File: src/hw/rtl/lav_pkg.sv
`default_nettype none
// ----------------------------------------------------------------------------
// lav_pkg
// Shared types and constants of the look-at view matrix unit.
// ----------------------------------------------------------------------------
package lav_pkg;

   localparam int DEF_FRAC_BITS = 16;
   localparam int SQRT_STEPS    = 32;   // one root bit per stage, 64-bit radicand

   localparam logic [1:0] ROW_LEFT = 2'd0;
   localparam logic [1:0] ROW_UP   = 2'd1;
   localparam logic [1:0] ROW_FWD  = 2'd2;

   typedef struct packed {
      logic [31:0] eye_x;
      logic [31:0] eye_y;
      logic [31:0] eye_z;
      logic [31:0] eye_w;
      logic [31:0] fwd_x;
      logic [31:0] fwd_y;
      logic [31:0] fwd_z;
      logic [31:0] fwd_w;
      logic [31:0] up_x;
      logic [31:0] up_y;
      logic [31:0] up_z;
      logic [31:0] up_w;
   } lav_req_type;

   typedef struct packed {
      logic [1:0]  row_number;
      logic [31:0] entry_x;
      logic [31:0] entry_y;
      logic [31:0] entry_z;
      logic [31:0] entry_shift;
      logic        last_row;
      logic        invalid;
   } lav_rsp_type;

   typedef struct packed {
      logic [31:0] x;
      logic [31:0] y;
      logic [31:0] z;
      logic [31:0] shift;
   } lav_row_type;

   // finished matrix of one request, handed to the row serializer
   typedef struct packed {
      logic                 bad;
      logic [2:0][127:0]    row;
   } lav_rows_type;

endpackage
`default_nettype wire

File: src/hw/rtl/lav_div_pipe.sv
`default_nettype none
// ----------------------------------------------------------------------------
// lav_div_pipe
// Pipelined restoring divider: round(mag * 2^F / len), one quotient bit a stage.
// ----------------------------------------------------------------------------
module lav_div_pipe import lav_pkg::*; #(
   parameter int FRAC_BITS = DEF_FRAC_BITS
) (
   input  wire logic             clock,
   input  wire logic             en,
   input  wire logic [31:0]      mag_in,
   input  wire logic [31:0]      len_in,
   output logic [FRAC_BITS:0]    quo_out
);

   localparam int QB = FRAC_BITS + 1;   // quotient never reaches 2^QB
   localparam int NW = 32 + QB + 1;     // numerator width
   localparam int RW = NW - QB;         // partial remainder width

   logic [NW-1:0] num;
   logic [RW-1:0] rem_st [QB+1];
   logic [QB-1:0] lo_st  [QB+1];
   logic [QB-1:0] q_st   [QB+1];
   logic [32:0]   d_st   [QB+1];
   logic [RW-1:0] rem_ff [QB+1];
   logic [QB-1:0] lo_ff  [QB+1];
   logic [QB-1:0] q_ff   [QB+1];
   logic [32:0]   d_ff   [QB+1];

   // numerator (mag << (F+1)) + len, divisor 2*len
   assign num = (NW'(mag_in) << QB) + NW'(len_in);

   always_ff @(posedge clock) begin
      if (en) begin
         rem_ff[0] <= num[NW-1:QB];
         lo_ff[0]  <= num[QB-1:0];
         q_ff[0]   <= '0;
         d_ff[0]   <= {len_in, 1'b0};
      end
   end

   for (genvar j = 0; j <= QB; j++) begin : g_tap
      assign rem_st[j] = rem_ff[j];
      assign lo_st[j]  = lo_ff[j];
      assign q_st[j]   = q_ff[j];
      assign d_st[j]   = d_ff[j];
   end

   for (genvar j = 0; j < QB; j++) begin : g_step
      logic [RW:0]   trial;
      logic [RW-1:0] rem_in;
      logic          qbit;
      always_comb begin
         trial = {rem_st[j], lo_st[j][QB-1]};
         if (trial >= (RW+1)'(d_st[j])) begin
            rem_in = RW'(trial - (RW+1)'(d_st[j]));
            qbit   = 1'b1;
         end else begin
            rem_in = RW'(trial);
            qbit   = 1'b0;
         end
      end
      always_ff @(posedge clock) begin
         if (en) begin
            rem_ff[j+1] <= rem_in;
            lo_ff[j+1]  <= lo_st[j] << 1;
            q_ff[j+1]   <= {q_st[j][QB-2:0], qbit};
            d_ff[j+1]   <= d_st[j];
         end
      end
   end

   assign quo_out = q_st[QB];

endmodule
`default_nettype wire

File: config.mk
export PLATFORM = sky130hd
export DESIGN_NAME = lav_div_pipe
export DESIGN_NICKNAME = d
export VERILOG_FILES = /design/src/hw/rtl/lav_pkg.sv /design/src/hw/rtl/lav_div_pipe.sv
export SDC_FILE = /design/constraint.sdc
export NUM_CORES = 2
export LEC_CHECK = 0
export ABC_AREA = 1
export BUFFER_PORTS_ARGS = -buffer_cell sky130_fd_sc_hd__buf_2
export CORE_MARGIN = 1
export CORE_UTILIZATION = 45
export DETAILED_ROUTE_END_ITERATION = 8
export PLACE_DENSITY = 0.6
export SYNTH_ARGS = -nofsm -noshare
export SYNTH_HDL_FRONTEND = slang
export SYNTH_SLANG_ARGS = --single-unit
File: constraint.sdc
create_clock -name clock -period 3 [get_ports clock]
set_input_delay 0.15 -clock clock [delete_from_list [all_inputs] [get_ports clock]]
set_output_delay 0.15 -clock clock [all_outputs]
set_load 0.05 [all_outputs]
# [Word-level counts from Yosys, hierarchy flattened]
# Memory sizes are Yosys's and may differ from the RTL's.
# Index checks and enable logic that the tools add are counted.
# Widths: inputs -> output; s select.
[totals] in_bits=66 mem_bits_rw=1800 ff_bits=0 out_inout_bits=17 memories=4
[mem_list] name="d_ff" words=18 width=33 read_ports=17 rd_ports_with_merged_regs=0 wr=18 line="lav_div_pipe.sv:28" rtl="logic [32:0] d_ff [QB+1];"
[mem_list] name="rem_ff" words=18 width=33 read_ports=17 rd_ports_with_merged_regs=0 wr=18 line="lav_div_pipe.sv:25" rtl="logic [RW-1:0] rem_ff [QB+1];"
[mem_list] name="lo_ff" words=18 width=17 read_ports=17 rd_ports_with_merged_regs=0 wr=18 line="lav_div_pipe.sv:26" rtl="logic [QB-1:0] lo_ff [QB+1];"
[mem_list] name="q_ff" words=18 width=17 read_ports=18 rd_ports_with_merged_regs=0 wr=18 line="lav_div_pipe.sv:27" rtl="logic [QB-1:0] q_ff [QB+1];"
[op_classes] order_cmp=17 mux=36 n_addsub=18
[ops] cell="$ge 34x33->1" n=17
[ops] cell="$mux 33" n=17
[ops] cell="$sub 33x33->33" n=17
[ops] cell="$add 49x32->50" n=1
[ops] cell="$mux 1" n=19

# [Depth between registers and ports, before layout]
[logic_depth] depth_word=2 mapped_depth=16 ltp_nobuf=15

# [Least setup slack after synthesis]
# No wires, ideal clock.
[synth_path] path_type="flip-flop to flip-flop" from="mem rem_ff[12][28] (netlist name)" to="mem rem_ff[13][28] (netlist name), data pin" required_time_ns=2.748 period_less_slack_ns=2.028 path_stages_with_launch=13 path_buffers=1 setup_ns=0.252 setup_slack_ns=0.972 arrival_ns=1.776 path_cell_list="edfxtp_1 ha_1 nand2_2 inv_2 a21oi_1 nor2_1 nor2_1 nand2_1 a21oi_2 nand2_4 buf_6 nand2_1 nand2_1"
[synth_lines] item="start, declared" line="lav_div_pipe.sv:25"

==> impl_metrics.tcl <==
set metrics [dict create \
    outcome "finished, final reports clean" \
    switching_share 0.477 \
    rsz0062_at_grt "false" \
    n_fill_cell 19455 \
    endpoint_kind "flop" \
    grt-ovfl-total 0 \
    cts_sinks 1242 \
    endpoint "rem_ff[0][29]" \
    dr.pass1.iters 7 \
    drc_errors 0 \
    min_path_type "input pin to flop" \
    synthCells 12311 \
    critPathMostFrequentCell "nand2_1" \
    finalHoldViolations 0 \
    fp.coreArea_sq_um 197000 \
    fin_nets 13413 \
    post-place-ws_ns -0.174 \
    maxSlewHeadroom 0.243 \
    clock_tree.root_cell "clkbuf_16" \
    die_y_um 447 \
    final_core_util 0.508 \
    clk_pin_slew_worst_paths_ns 0.06 \
    grt_max_degree 93 \
    clk-insertion-delay-late_ns 0.84 \
    cp_cell_sequence "dlygate4sd3_1 -> buf_2 -> ha_1 -> nand2_1 -> o21ai_0 -> a21oi_1 -> nand2_1 -> nand2_1 -> nand3_1 -> dlygate4sd3_1 -> nand2_1 -> dlygate4sd3_1" \
    syn_avg_cell_area_sq_um 7.24 \
    io_buffers 82 \
    synthesis.nets 12952 \
    synthTopCellsByArea "edfxtp_1 42%, nand2_1 21%, inv_1 11%, ha_1 7.8%, nand3_1 5.0%" \
    synth_edf_count 1242 \
    synth_seq_area_share 0.418 \
    first_global_vias 75430 \
    ys.flop_type "edfxtp_1" \
    critPathSlowestCell "dlygate4sd3_1" \
    layout-drive-gt1-share 0.0627 \
    ys_types 43 \
    cp.required_ns 3.56 \
    internal_power_mw 53.8 \
    yosys_warnings 0 \
    grt_pass1_wl_um 458000 \
    startpoint "len_in[28]" \
    min_period_ns 2.93 \
    worstPathArrival_ns 3.49 \
    initial_core_util 0.453 \
    power.share.sequential 0.291 \
    cts_inserted_buffers 144 \
    total_power_mw 103 \
    dieArea_sq_um 200000 \
    ys_async_sr_fraction 0 \
    cap_violations 0 \
    ys_seq_elements 1242 \
    start_kind "input pin" \
    clock_tree.buffer_depth 3 \
    cpLargestDelayFamily "buffers and inverters" \
    final_max_slew_viol_count 0 \
    slowest_delay_ns 0.56 \
    crit_type "input pin to flop" \
    multi_input_area_sq_um 41000 \
    cp.depth 12 \
    ff2ff_path_depth 13 \
    route.final.wire_length_um 308000 \
    detail_route.iter0.violations 7429 \
    finalClockSkew_ns 0.0398 \
    leakage_nw 53.9 \
    setup_violations 0 \
    layout_setup_ws_ns 0.0726 \
    yosys.area.top_type "edfxtp_1" \
    synth.top_cell.area_share 0.418 \
    hpwl_um 251000 \
    dp_cells 15159 \
    worst_r2r_endpoint "rem_ff[9][19]" \
    instances_no_fill 15532 \
    antenna_found_initial 8 \
    reg2reg_slack_ns 0.09 \
    ios 83 \
    die_x_um 447 \
    setup_tns_ns 0 \
    p_clk_frac 0.176 \
    r2r-start "d_ff[8][12]" \
    routabilityCongestion 1.00 \
    regArea_sq_um 37300 \
    syn_area_sq_um 89200 \
    fmax_ghz 0.342 \
    wl_per_cell_um 19.8 \
    via_per_inst 5.08 \
    cellPowerDensity_nw_per_um2 1030 \
    pwr-share-comb 0.533 \
    crit_buf_inv 4 \
    cts_tree "done" \
    ant_nets 0 \
    grt_usage 0.306 \
    placement_rows 163 \
    via_count 78847 \
    post-route-period-util 0.976 \
    crit_path_max_fanout 5 \
    cts-htree-levels 4 \
    tightest_slew_ns 1.13 \
    synthToLayoutAreaGrowth_pct 12.3 \
    netSwitchingPower_mw 49.1 \
    ir_drop_mv 0.632 \
]
[cell type report]
| class | count | share of cell area |
|---|---|---|
| tap | 2640 | 0.0330 |
| inverter | 2628 | 0.0986 |
| multi-input combinational | 8297 | 0.409 |
| sequential | 1242 | 0.372 |
| clock inverter | 90 | 0.0101 |
| antenna | 4 | 0.000100 |
| clock buffer | 172 | 0.0377 |
| timing repair buffer | 459 | 0.0393 |
[routing by layer]
layer	vias up	routed length [um]	global-route usage
li1	39036	-	-
met1	36242	127000	0.387
met2	2926	139000	0.497
met3	639	19600	0.0374
met4	4	22200	0.192
met5	-	23	0
[what timing repair did]
| item | CTS | global route |
|---|---|---|
| gates resized for setup | 0 | 6 |
| cloned | 3 | 1 |
| hold buffers | 94 | 0 |
| setup endpoints to repair | 85 | 134 |
| hold endpoints to repair | 117 | 0 |
| buffers inserted | 1 | 8 |
| pin swaps | 3 | 4 |
[worst register-to-register path, stage by stage, from the launching register on]
cell	delay [ns]
edfxtp_1	0.64
inv_1	0.10
ha_1	0.35
nand2_1	0.14
nor2_2	0.08
nand2_1	0.09
nor2_1	0.06
nand2_1	0.11
nand2_1	0.08
a21oi_2	0.34
nand2_8	0.21
buf_4	0.24
nand2_1	0.08
nand2_1	0.11
[through the flow]
stage                     hold WS (ns)  cell area (sq um)
after global placement           0.327              94300
after CTS                     0.000140             100000
after detailed placement         0.330              94300
final                           0.0533             100000
after floorplan                  0.249              89200
after global routing            0.0303             100000
[state kept, by name, indices dropped and copies added (netlist names)]
| register | count |
|---|---|
| d_ff | 392 |
| rem_ff | 561 |
| q_ff | 153 |
| lo_ff | 136 |
[power groups by stage]
| stage | sequential [mW] | clock (mW) | combinational (mW) |
|---|---|---|---|
| after floorplan | 27.5 | 0 | 37.2 |
| after global placement | 30.1 | 0 | 53.3 |
| after detailed placement | 30.1 | 0 | 53.5 |
| after CTS | 29.8 | 18.5 | 54.0 |
| after global routing | 30.1 | 19.1 | 61.0 |
| final | 29.9 | 18.1 | 54.8 |
[worst min path at each step]
| stage | from | end | slack, ns | cells after the start |
|---|---|---|---|---|
| 6_report | len_in[24] | d_ff[0][25] | 0.05 | 2 |
| 5_1_grt | len_in[3] | lo_ff[0][3] | 0.03 | 2 |
| 4_1_cts | len_in[24] | d_ff[0][25] | 0.0001 | 2 |
| 3_5_place_dp | len_in[4] | lo_ff[0][4] | 0.33 | 1 |
| 3_3_place_gp | len_in[1] | lo_ff[0][1] | 0.33 | 1 |
| 2_1_floorplan | len_in[16] | d_ff[0][17] | 0.25 | 0 |
[synthesized netlist by cell type, drive strengths merged (18+ instances only)]
cell	n
a21o	18
a21oi	365
and2	43
buf	148
edfxtp	1242
ha	558
inv	2625
nand2	5065
nand3	930
nand3b	69
nand4	55
nor2	732
nor3	96
o21ai	35
o21bai	40
xnor2	34
xor2	209
[layout by cell type (no fill, tap or decap), drive strengths merged]
master	count
o21ai	35
o22ai	1
xnor2	34
bufinv	17
nor3	96
nor4	7
edfxtp	1242
nand3	930
nand2	5065
or2	2
clkbuf	172
a21boi	2
clkinv	51
inv	2640
a21oi	365
ha	558
clkinvlp	10
a21o	18
a211oi	7
xor2	209
nand4	55
and2	43
and3	5
o21a	1
o211ai	2
buf	365
o21bai	40
nand3b	69
nor2	736
dlygate4sd3	94
diode	4
fa	17
[logic make-up (layout without fill, tap and decap cells)]
family                     Yosys count  in the layout  synth area share
AOI/OAI and AO/OA                  471            471            0.0288
xor gates and xnor gates           243            243            0.0239
adders and majority gates          575            575            0.0821
buffers and inverters             2776           3349             0.123
DFF                               1242           1242             0.418
other                                0              4                 0
and+or+nand+nor                   7004           7008             0.324
Note: power is estimated with default switching activity, not from simulation.
