**src/hw/rtl/lav_pkg.sv**
```systemverilog
`default_nettype none
// ----------------------------------------------------------------------------
// lav_pkg
// Shared types and constants of the look-at view matrix unit.
// ----------------------------------------------------------------------------
package lav_pkg;

   localparam int DEF_FRAC_BITS = 16;
   localparam int SQRT_STEPS    = 32;   // one root bit per stage, 64-bit radicand

   localparam logic [1:0] ROW_LEFT = 2'd0;
   localparam logic [1:0] ROW_UP   = 2'd1;
   localparam logic [1:0] ROW_FWD  = 2'd2;

   typedef struct packed {
      logic [31:0] eye_x;
      logic [31:0] eye_y;
      logic [31:0] eye_z;
      logic [31:0] eye_w;
      logic [31:0] fwd_x;
      logic [31:0] fwd_y;
      logic [31:0] fwd_z;
      logic [31:0] fwd_w;
      logic [31:0] up_x;
      logic [31:0] up_y;
      logic [31:0] up_z;
      logic [31:0] up_w;
   } lav_req_type;

   typedef struct packed {
      logic [1:0]  row_number;
      logic [31:0] entry_x;
      logic [31:0] entry_y;
      logic [31:0] entry_z;
      logic [31:0] entry_shift;
      logic        last_row;
      logic        invalid;
   } lav_rsp_type;

   typedef struct packed {
      logic [31:0] x;
      logic [31:0] y;
      logic [31:0] z;
      logic [31:0] shift;
   } lav_row_type;

   // finished matrix of one request, handed to the row serializer
   typedef struct packed {
      logic                 bad;
      logic [2:0][127:0]    row;
   } lav_rows_type;

endpackage
`default_nettype wire

```
**src/hw/rtl/lav_row_serializer.sv**
```systemverilog
`default_nettype none
// ----------------------------------------------------------------------------
// lav_row_serializer
// Output register: sends the rows of one finished matrix, or one invalid row if rejected.
// ----------------------------------------------------------------------------
module lav_row_serializer import lav_pkg::*; (
   input  wire logic         clock,
   input  wire logic         reset,
   input  wire logic         load_valid,
   input  wire lav_rows_type load_rows,
   output logic              load_ready,
   output logic              rsp_valid,
   input  wire logic         rsp_stall,
   output lav_rsp_type       rsp_data
);

   logic         busy_ff;
   logic [1:0]   cnt_ff;
   lav_rows_type rows_ff;
   logic         take;
   logic         last;
   lav_row_type  cur;

   assign take       = busy_ff && !rsp_stall;
   assign last       = rows_ff.bad || (cnt_ff == ROW_FWD);
   assign load_ready = !busy_ff || (take && last);

   always_ff @(posedge clock) begin
      if (reset) begin
         busy_ff <= 1'b0;
         cnt_ff  <= ROW_LEFT;
      end else if (load_ready && load_valid) begin
         busy_ff <= 1'b1;
         cnt_ff  <= ROW_LEFT;
      end else if (take && last) begin
         busy_ff <= 1'b0;
      end else if (take) begin
         cnt_ff <= cnt_ff + 2'd1;
      end
   end

   always_ff @(posedge clock) begin
      if (load_ready && load_valid) rows_ff <= load_rows;
   end

   always_comb begin
      case (cnt_ff)
         ROW_LEFT: cur = rows_ff.row[0];
         ROW_UP:   cur = rows_ff.row[1];
         ROW_FWD:  cur = rows_ff.row[2];
         default:  cur = '0;
      endcase
   end

   assign rsp_valid = busy_ff;

   always_comb begin
      if (rows_ff.bad) begin
         rsp_data          = '0;
         rsp_data.last_row = 1'b1;
         rsp_data.invalid  = 1'b1;
      end else begin
         rsp_data.row_number  = cnt_ff;
         rsp_data.entry_x     = cur.x;
         rsp_data.entry_y     = cur.y;
         rsp_data.entry_z     = cur.z;
         rsp_data.entry_shift = cur.shift;
         rsp_data.last_row    = last;
         rsp_data.invalid     = 1'b0;
      end
   end

endmodule
`default_nettype wire
```
**config.mk**
```make
export PLATFORM = sky130hd
export DESIGN_NAME = lav_row_serializer
export DESIGN_NICKNAME = d
export VERILOG_FILES = /design/src/hw/rtl/lav_pkg.sv /design/src/hw/rtl/lav_row_serializer.sv
export SDC_FILE = /design/constraint.sdc
export NUM_CORES = 1
export LEC_CHECK = 0
export BUFFER_PORTS_ARGS = -buffer_cell sky130_fd_sc_hd__buf_2
export CAP_MARGIN = 10
export CORE_AREA = 5 5 198 200
export CTS_CLUSTER_DIAMETER = 30
export DETAILED_ROUTE_END_ITERATION = 7
export DIE_AREA = 0 0 203 205
export MAX_ROUTING_LAYER = met4
export SYNTH_ARGS = -nofsm -noshare
export SYNTH_HDL_FRONTEND = slang
export SYNTH_SLANG_ARGS = --single-unit
```
**constraint.sdc**
```tcl
create_clock -name clock -period 26.9 [get_ports clock]
set_clock_uncertainty 0.2 [all_clocks]
set_input_delay 5.38 -clock clock [delete_from_list [all_inputs] [get_ports clock]]
set_output_delay 5.38 -clock clock [all_outputs]
set_load 0.01 [all_outputs]
```
# Word level (Yosys, flattened, before mapping)
# Index checks and enable logic that the tools add are counted.
[totals]
regBits = 388
latchBits = 0
ramBits = 0
rom_bits = 0
wordCells = 25
mem_count = 0
[classes]
add_sub_neg = 1
mul = 0
n_div = 0
magnitude_cmp = 0
eq_ne = 2
shift = 0
muxes = 4
bitwise = 1
reduce_logical = 11
[ops]
columns = ["cell", "n"]
rows = [
  ["$pmux W128 S3", 1],
  ["$mux W132", 1],
  ["$logic_and A1 B1 Y1", 3],
  ["$add A2 B1 Y2 const B", 1],
  ["$eq A2 B1 Y1 const B", 1],
  ["$eq A2 B2 Y1 const B", 1],
  ["$logic_not A1 Y1", 2],
  ["$logic_not A2 Y1", 1],
  ["$logic_or A1 B1 Y1", 2],
  ["$mux W1", 2],
  ["$reduce_and A2 Y1", 1],
  ["$reduce_bool A2 Y1", 1],
  ["$reduce_or A2 Y1", 1],
  ["$not A1 Y1", 1],
]

# Logic depth before layout (Yosys ltp)
# Gate-level depths: netlist (run 1).
[logic_depth]
word_depth = 6
depth_mapped = 6
depth_no_buf = 5

# Worst setup path after synthesis (run 1)
# OpenSTA, ideal clock, no wires.
[synth_path]
path_type = "input -> register"
from = "in rsp_stall"
to = "reg rows_ff[0] (netlist name) (enable)"
arrival_time_ps = 14412
required_time_ps = 25905
setup_slack_ps = 11493
cell_stages = 2
cell_sequence = "o21ai_2 and2_1"
[synth_between]
elab_chain_cells = 5
[synth_lines]
columns = ["item", "line", "rtl"]
rows = [
  ["start: declaration", "lav_row_serializer.sv:13", "input wire logic rsp_stall,"],
  ["$logic_not A1 Y1", "lav_row_serializer.sv:24", "assign take = busy_ff && !rsp_stall;"],
  ["$logic_and A1 B1 Y1", "lav_row_serializer.sv:24", ""],
  ["$logic_and A1 B1 Y1", "lav_row_serializer.sv:26", "assign load_ready = !busy_ff || (take && last);"],
  ["$logic_or A1 B1 Y1", "lav_row_serializer.sv:26", ""],
  ["$logic_and A1 B1 Y1", "lav_row_serializer.sv:43", "if (load_ready && load_valid) rows_ff <= load_rows;"],
  ["end signal: assignment", "lav_row_serializer.sv:43", ""],
  ["end: declaration", "lav_row_serializer.sv:19", "lav_rows_type rows_ff;"],
]
# No other way between the ends.
# A chain may end at the register's enable or synchronous reset.

# Worst setup path in the final report (run 1)
[layout_path]
from = "in rsp_stall"
to = "out load_ready"
[layout_between]
elab_chain_cells = 4
[layout_lines]
columns = ["item", "line", "rtl"]
rows = [
  ["$logic_not A1 Y1", "lav_row_serializer.sv:24", ""],
  ["$logic_and A1 B1 Y1", "lav_row_serializer.sv:24", ""],
  ["$logic_and A1 B1 Y1", "lav_row_serializer.sv:26", ""],
  ["$logic_or A1 B1 Y1", "lav_row_serializer.sv:26", ""],
  ["end: declaration", "lav_row_serializer.sv:11", "output logic load_ready,"],
]
# No other way between the ends.

==> metrics.md, run 1 <==
| Metric | Value |
|---|---|
| Most frequent cells in the layout | buf_2 (522), edfxtp_1 (385), nor2_1 (131), a222oi_1 (128), clkbuf_16 (83) |
| Synth Net Count | 1114 |
| Final setup fails | 0 |
| Setup Buffers After CTS | 0 |
| CTS Sinks | 388 |
| First-pass GRT wire length | 59.0 mm |
| Worst reg2reg startpoint | cnt_ff[0] |
| CTS clk-pin slew, worst paths | 50 ps |
| Sequential power share | 40.1% |
| Top post-synthesis cells by area | edfxtp_1 (83%), a222oi_1 (9.2%), nor2_1 (3.5%), buf_2 (1.0%), buf_6 (0.81%) |
| Synth unique cells | 18 |
| Placed insts | 1668 |
| Leak | 8.15 nW |
| Sw power | 385 uW |
| Gr usage total | 19.4% |
| P_int | 1.42 mW |
| Initial drt markers | 1025 |
| Final hold violations | 0 |
| Die H | 205 um |
| # IOs | 523 |
| CTS root buf | clkbuf_16 |
| Slew Limit Fails | 0 |
| Yosys reg bits | 388 |
| Max Cap Viol | 0 |
| FF+latch area | 0.0116 sq mm |
| Final Instance Count excl. Fillers | 1834 |
| WP data required | 21320 ps |
| Slowest stage cell, crit path | o21ai_2 |
| Port bufs | 522 |
| Drt pass-1 iters | 8 |
| Grt met1 use | 22.0% |
| Xor and xnor area share after synthesis | 0.0631% |
| Remaining DRCs | 0 |
| Nets | 1670 |
| Most used cell, CP | buf_2 |
| Number of placement rows | 71 |
| Max H-tree Level | 3 |
| Grt met3 use | 7.69% |
| Layout cells sized above 1 | 49.9% |
| Critical path depth | 3 |
| Outcome | finished, final reports clean |
| Combinational share of power | 5.2% |
| Die area | 0.0416 sq mm |
| Reg2reg end | rows_ff[76] |
| Routed Antenna Nets | 0 |
| Post-Route WL | 41.3 mm |
| Via-to-Cell Ratio | 5.20 |
| Total CTS buffers | 81 |
| Reg2reg path depth | 7 |
| Max Buffers Root-to-Sink | 3 |
| Starting Density | 37.3% |
| Dpl cell area | 0.0169 sq mm |
| Largest family of logic cells by synthesized area | compound AO/OA/AOI/OAI gates |
| Die span in x | 203 um |
| Antenna violations before repair | 18 |
| Syn avg cell area | 19.3 sq um |
| Net Sw Frac | 21.4% |
| Synth top area share | 83.3% |
| Seq/Total Area, Yosys | 83.7% |
| Final Power | 1.80 mW |
| Hold buffer count at cts | 0 |
| GP Congestion | 0.831 |
| Worst Path Arrival | 6000 ps |
| Startpoint Class | input port |
| Post-cts gate resize count | 0 |
| WS Path Type | input port to primary output |
| Max_slew headroom | 30.7% |
| CP delay by family, top | buffers and inverters |
| Max Fclk | 0.0864 GHz |
| Worst-margin pin slew | 1040 ps |
| Cells after synthesis | 721 |
| Most common cell after layout, fill and taps aside | buf_2 |
| Critical Path Sink | load_ready |
| Cell area after layout | 0.0197 sq mm |
| Compound-Gate Fraction of Synth Area | 9.51% |
| Area Overhead vs Synth | 41.7% |
| Post-synthesis mux area share | 0.0721% |
| Grt peak-use layer | met2 |
| Met2 usage | 30.6% |
| Vias | 9541 |
| Fillers | 3052 |
| Remaining global-route overflow | 0 |
| Yosys warnings | 0 |
| Critical path cell sequence | buf_2 > o21ai_2 > buf_2 |
| Post-Synth Adder-Cell Area | 0.360% |
| HP Class | flop to flop |
| CTS tree | yes |
| Area of the mapped netlist | 0.0139 sq mm |
| RSZ-0062 raised after global routing | false |
| Vias in the first global route | 9919 |
| Flop-to-flop setup slack | 21700 ps |
| CP max FO | 5 |
| Setup tns final | 0 ps |
| Drt wl/cell | 22.5 um |
| Clk Latency, worst-skew pair | 580 ps |
| Yosys top cell by area | edfxtp_1 |
| Cell area power density | 91.5 mW/mm^2 |
| Clock share of power | 54.7% |
| Worst-case vdd ir drop | 0.0634 mV |
| Worst path bufs/invs | 2 |
| Min Tclk post-route | 11580 ps |
| Dpl hpwl | 27.1 mm |
| Fin crit share | 43.0% |
| Worst setup startpoint | rsp_stall |
| Largest net degree at the start of global routing | 83 |
| Critical Path Max Stage Delay | 280 ps |
| Placeable Area | 0.0372 sq mm |
| Worst setup EP type | primary output |
| Synth Area in Simple Gates | 3.80% |
| Multi-input gate area | 0.00196 sq mm |
==> synth_stat cells <==
master / number
buf_2: 28
a21oi_1: 1
edfxtp_1: 385
clkbuf_1: 17
xnor2_1: 1
o21ai_2: 1
a211oi_2: 2
or2_1: 1
nor2_1: 131
buf_6: 10
inv_1: 4
mux2i_1: 1
ha_1: 4
nor4b_4: 1
a222oi_1: 128
buf_4: 2
dfxtp_1: 3
and2_1: 1
==> state kept, by name (all words and copies together), names as in the netlist <==
signal,flops
cnt_ff,2
rows_ff,385
rsp_valid,1
==> layer usage <==
metal  up-vias  part of all wire [%]
met5         -                     0
met4         0                   3.2
met3        83                    12
met2       605                    49
met1      4623                    36
li1       4230                     -
==> power groups by stage <==
stage	Clock, mW	Sequential, mW	Combinational, mW
after floorplan	0	0.743	0.0398
after global placement	0	0.731	0.0930
after detailed placement	0	0.733	0.0943
after CTS	1.00	0.722	0.0949
after global routing	1.04	0.724	0.102
final	0.985	0.722	0.0932
==> cell families (layout without fill, tap and decap cells) <==
| logic type | count (synthesis) | in the layout |
|---|---|---|
| adders and majority gates | 4 | 4 |
| xor gates and xnor gates | 1 | 1 |
| DFF | 388 | 388 |
| and+or+nand+nor | 134 | 134 |
| muxes | 1 | 1 |
| other | 0 | 18 |
| AOI/OAI and AO/OA | 132 | 132 |
| buffers and inverters | 61 | 682 |
==> metrics by stage <==
| stage | setup slack [ps] | hold slack (ps) | utilization, % |
|---|---|---|---|
| after floorplan | 11490 | 360 | - |
| after global placement | 15370 | 364 | 45.3 |
| after detailed placement | 15330 | 388 | 45.3 |
| after CTS | 15330 | 394 | 52.7 |
| after global routing | 15300 | 440 | 52.8 |
| final | 15320 | 398 | 52.8 |
==> worst min-delay path by stage <==
stage                          from  depth (start not counted)         to  slack (ps)
after floorplan           cnt_ff[1]                          2  cnt_ff[1]         360
after detailed placement  rsp_valid                          2  cnt_ff[0]         390
after global placement    rsp_valid                          2  rsp_valid         360
after CTS                 rsp_valid                          2  rsp_valid         390
after global routing      rsp_valid                          2  rsp_valid         440
final                     rsp_valid                          2  rsp_valid         400
==> final cells by class <==
class                      instances  area share [%]
tap                              474            3.02
multi-input combinational        272            9.96
inverter                           4          0.0763
sequential                       388            59.1
clock buffer                      89            10.8
clock inverter                    59            3.27
antenna                           18           0.229
timing repair buffer             530            13.6
==> worst min-delay path, delay by kind of cell, from the launching register on <==
family | cells | cell delay (ps)
DFF | 1 | 330
AOI/OAI and AO/OA | 2 | 220
Power figures use the tool's default switching activity.
==> inputs of run 2 (changes only) <==
--- a/config.mk
+++ b/config.mk
@@ -5,13 +5,15 @@
 export SDC_FILE = /design/constraint.sdc
 export NUM_CORES = 1
 export LEC_CHECK = 0
+export ABC_AREA = 1
 export BUFFER_PORTS_ARGS = -buffer_cell sky130_fd_sc_hd__buf_2
 export CAP_MARGIN = 10
-export CORE_AREA = 5 5 198 200
+export CORE_MARGIN = 5
+export CORE_UTILIZATION = 40
 export CTS_CLUSTER_DIAMETER = 30
 export DETAILED_ROUTE_END_ITERATION = 7
-export DIE_AREA = 0 0 203 205
 export MAX_ROUTING_LAYER = met4
+export PLACE_DENSITY = 0.66
 export SYNTH_ARGS = -nofsm -noshare
 export SYNTH_HDL_FRONTEND = slang
 export SYNTH_SLANG_ARGS = --single-unit
==> constraint.sdc (replaced) <==
create_clock -name clock -period 11.3 [get_ports clock]
set_clock_uncertainty 0.2 [all_clocks]
set_input_delay 2.26 -clock clock [delete_from_list [all_inputs] [get_ports clock]]
set_output_delay 2.26 -clock clock [all_outputs]
set_load 0.01 [all_outputs]
==> metrics.md, run 2 <==
| Metric | Value |
|---|---|
| Worst-case vdd ir drop | 0.139 mV |
| Initial drt markers | 769 |
| Routed Antenna Nets | 0 |
| Worst-margin pin slew | 1070 ps |
| Final Power | 4.58 mW |
| WS Path Type | flop to primary output |
| Worst setup EP type | primary output |
| Gr usage total | 20.0% |
| Largest net degree at the start of global routing | 189 |
| First-pass GRT wire length | 62.4 mm |
| Top_reg_cell synth | edfxtp_1 |
| GP Congestion | 0.880 |
| Setup Buffers After CTS | 0 |
| Max Fclk | 0.164 GHz |
| Synth Net Count | 1640 |
| Area Overhead vs Synth | 40.3% |
| Layout cells sized above 1 | 35.8% |
| CP max FO | 66 |
| Max Cap Viol | 0 |
| Min Tclk post-route | 6080 ps |
| Yosys warnings | 0 |
| Startpoint Class | flop |
| Placeable Area | 0.0376 sq mm |
| Syn avg cell area | 12.2 sq um |
| WP data required | 8840 ps |
| Port bufs | 522 |
| Max FFs per register | 385 |
| Die span in x | 205 um |
| Most frequent cells in the layout | nand2_1 (522), buf_2 (522), edfxtp_1 (385), inv_1 (136), nand3_1 (131) |
| # IOs | 523 |
| Final hold violations | 0 |
| Area of the mapped netlist | 0.0152 sq mm |
| Max H-tree Level | 3 |
| Fin crit share | 53.8% |
| Clk Latency, worst-skew pair | 580 ps |
| Yosys top cell by area | edfxtp_1 |
| HP Class | flop to flop |
| Vias in the first global route | 11300 |
| Setup tns final | 0 ps |
| Total CTS buffers | 84 |
| Via-to-Cell Ratio | 4.69 |
| Worst Path Arrival | 3620 ps |
| Synth top cells by count | nand2_1 (522), edfxtp_1 (385), inv_1 (137) |
| Synth top area share | 76.2% |
| Slew Limit Fails | 0 |
| Hold buffer count at cts | 0 |
| Leak | 9.81 nW |
| Post-Route WL | 43.1 mm |
| RSZ-0062 raised after global routing | false |
| Number of placement rows | 71 |
| Cell area power density | 215 mW/mm^2 |
| Async set-reset flop share out of synthesis | 0% |
| EDFF count, synth | 385 |
| Die area | 0.0419 sq mm |
| Remaining DRCs | 0 |
| CTS tree | yes |
| Largest register by flop count | rows_ff |
| Remaining global-route overflow | 0 |
| CTS clk-pin slew, worst paths | 50 ps |
| Starting Density | 40.4% |
| Synth unique cells | 10 |
| Seq/Total Area, Yosys | 76.6% |
| CTS Sinks | 388 |
| Vias | 11300 |
| Top post-synthesis cells by area | edfxtp_1 (76%), nand2_1 (13%), nand3_1 (4.3%), inv_1 (3.4%), buf_4 (1.2%) |
| Drt pass-1 iters | 5 |
| Drt wl/cell | 17.9 um |
| Dpl hpwl | 28.2 mm |
| Die H | 205 um |
| Cell with the most instances after synthesis | nand2_1 |
| Yosys reg bits | 388 |
| Antenna violations before repair | 26 |
| Final setup fails | 0 |
| Post-cts gate resize count | 0 |
| Outcome | finished, final reports clean |
| Cells after synthesis | 1247 |
| Max Buffers Root-to-Sink | 3 |
| CTS root buf | clkbuf_16 |
| Nets | 2198 |
| Max_slew headroom | 28.5% |
-- run 2: changes by cell type after synthesis, moves of 2 or more --
cell,change
a211oi_2,-2
a222oi_1,-128
buf_2,+5
buf_4,+22
buf_6,-10
clkbuf_1,-17
inv_1,+133
nand2_1,+522
nand3_1,+131
nor2_1,-124
-- run 2: cell type report --
| type | instances | area [sq um] |
|---|---|---|
| flip-flops and latches | 388 | 11600 |
| repair buffers | 529 | 2680 |
| multi-input cells | 665 | 2740 |
| well taps | 511 | 639 |
| fillers | 3103 | 16300 |
| diodes | 28 | 70.1 |
| inverters | 137 | 522 |
| clock inverters | 62 | 877 |
| clock buffers | 94 | 2140 |
-- run 2: worst paths after layout --
kind,start,to,slack [ps],cells after the start
worst min register to register,cnt_ff[1],cnt_ff[1],400,4
worst max-delay path,cnt_ff[0],load_ready,5220,6
worst min-delay path,cnt_ff[1],cnt_ff[1],400,4
worst max register to register,cnt_ff[0],rows_ff[15],6180,8
-- run 2: logic make-up after synthesis --
group                    share of synthesized area [%]
AO/OA/AOI/OAI                                   0.0329
adder cells (fa/ha/maj)                          0.330
AND/OR/NAND/NOR                                   17.4
buffers and inverters                             5.66
flip-flops                                        76.6
-- run 2: per-layer routing --
metal	GRT usage (%)	routed length [um]
met5	-	0
met1	22.9	16100
met4	7.61	1070
met2	32.4	21500
met3	7.46	4410
-- run 2: worst max-delay path, cell delays in order, from the launching register on --
cell	delay, ps
dfxtp_1	360
inv_1	210
ha_4	730
buf_4	740
nor2_1	270
o21ai_0	320
buf_2	190
-- run 2: power by group --
group	leakage (nW)	switching, mW	internal, mW
Clock	1.45	0.794	1.78
Combinational	4.64	0.163	0.104
Sequential	3.72	0.0262	1.71
Total	9.81	0.983	3.60
-- run 2: metrics by stage --
stage | utilization [%] | hold slack [ps] | worst slack (ps) | cell area (sq um) | cells
after floorplan | - | 324 | 521 | 15200 | 1247
after global placement | 48.4 | 373 | 5890 | 18200 | 2230
after detailed placement | 48.4 | 389 | 5850 | 18200 | 2230
after CTS | 56.5 | 397 | 5220 | 21200 | 2386
after global routing | 56.6 | 444 | 5010 | 21300 | 2412
final | 56.7 | 401 | 5220 | 21300 | 2414
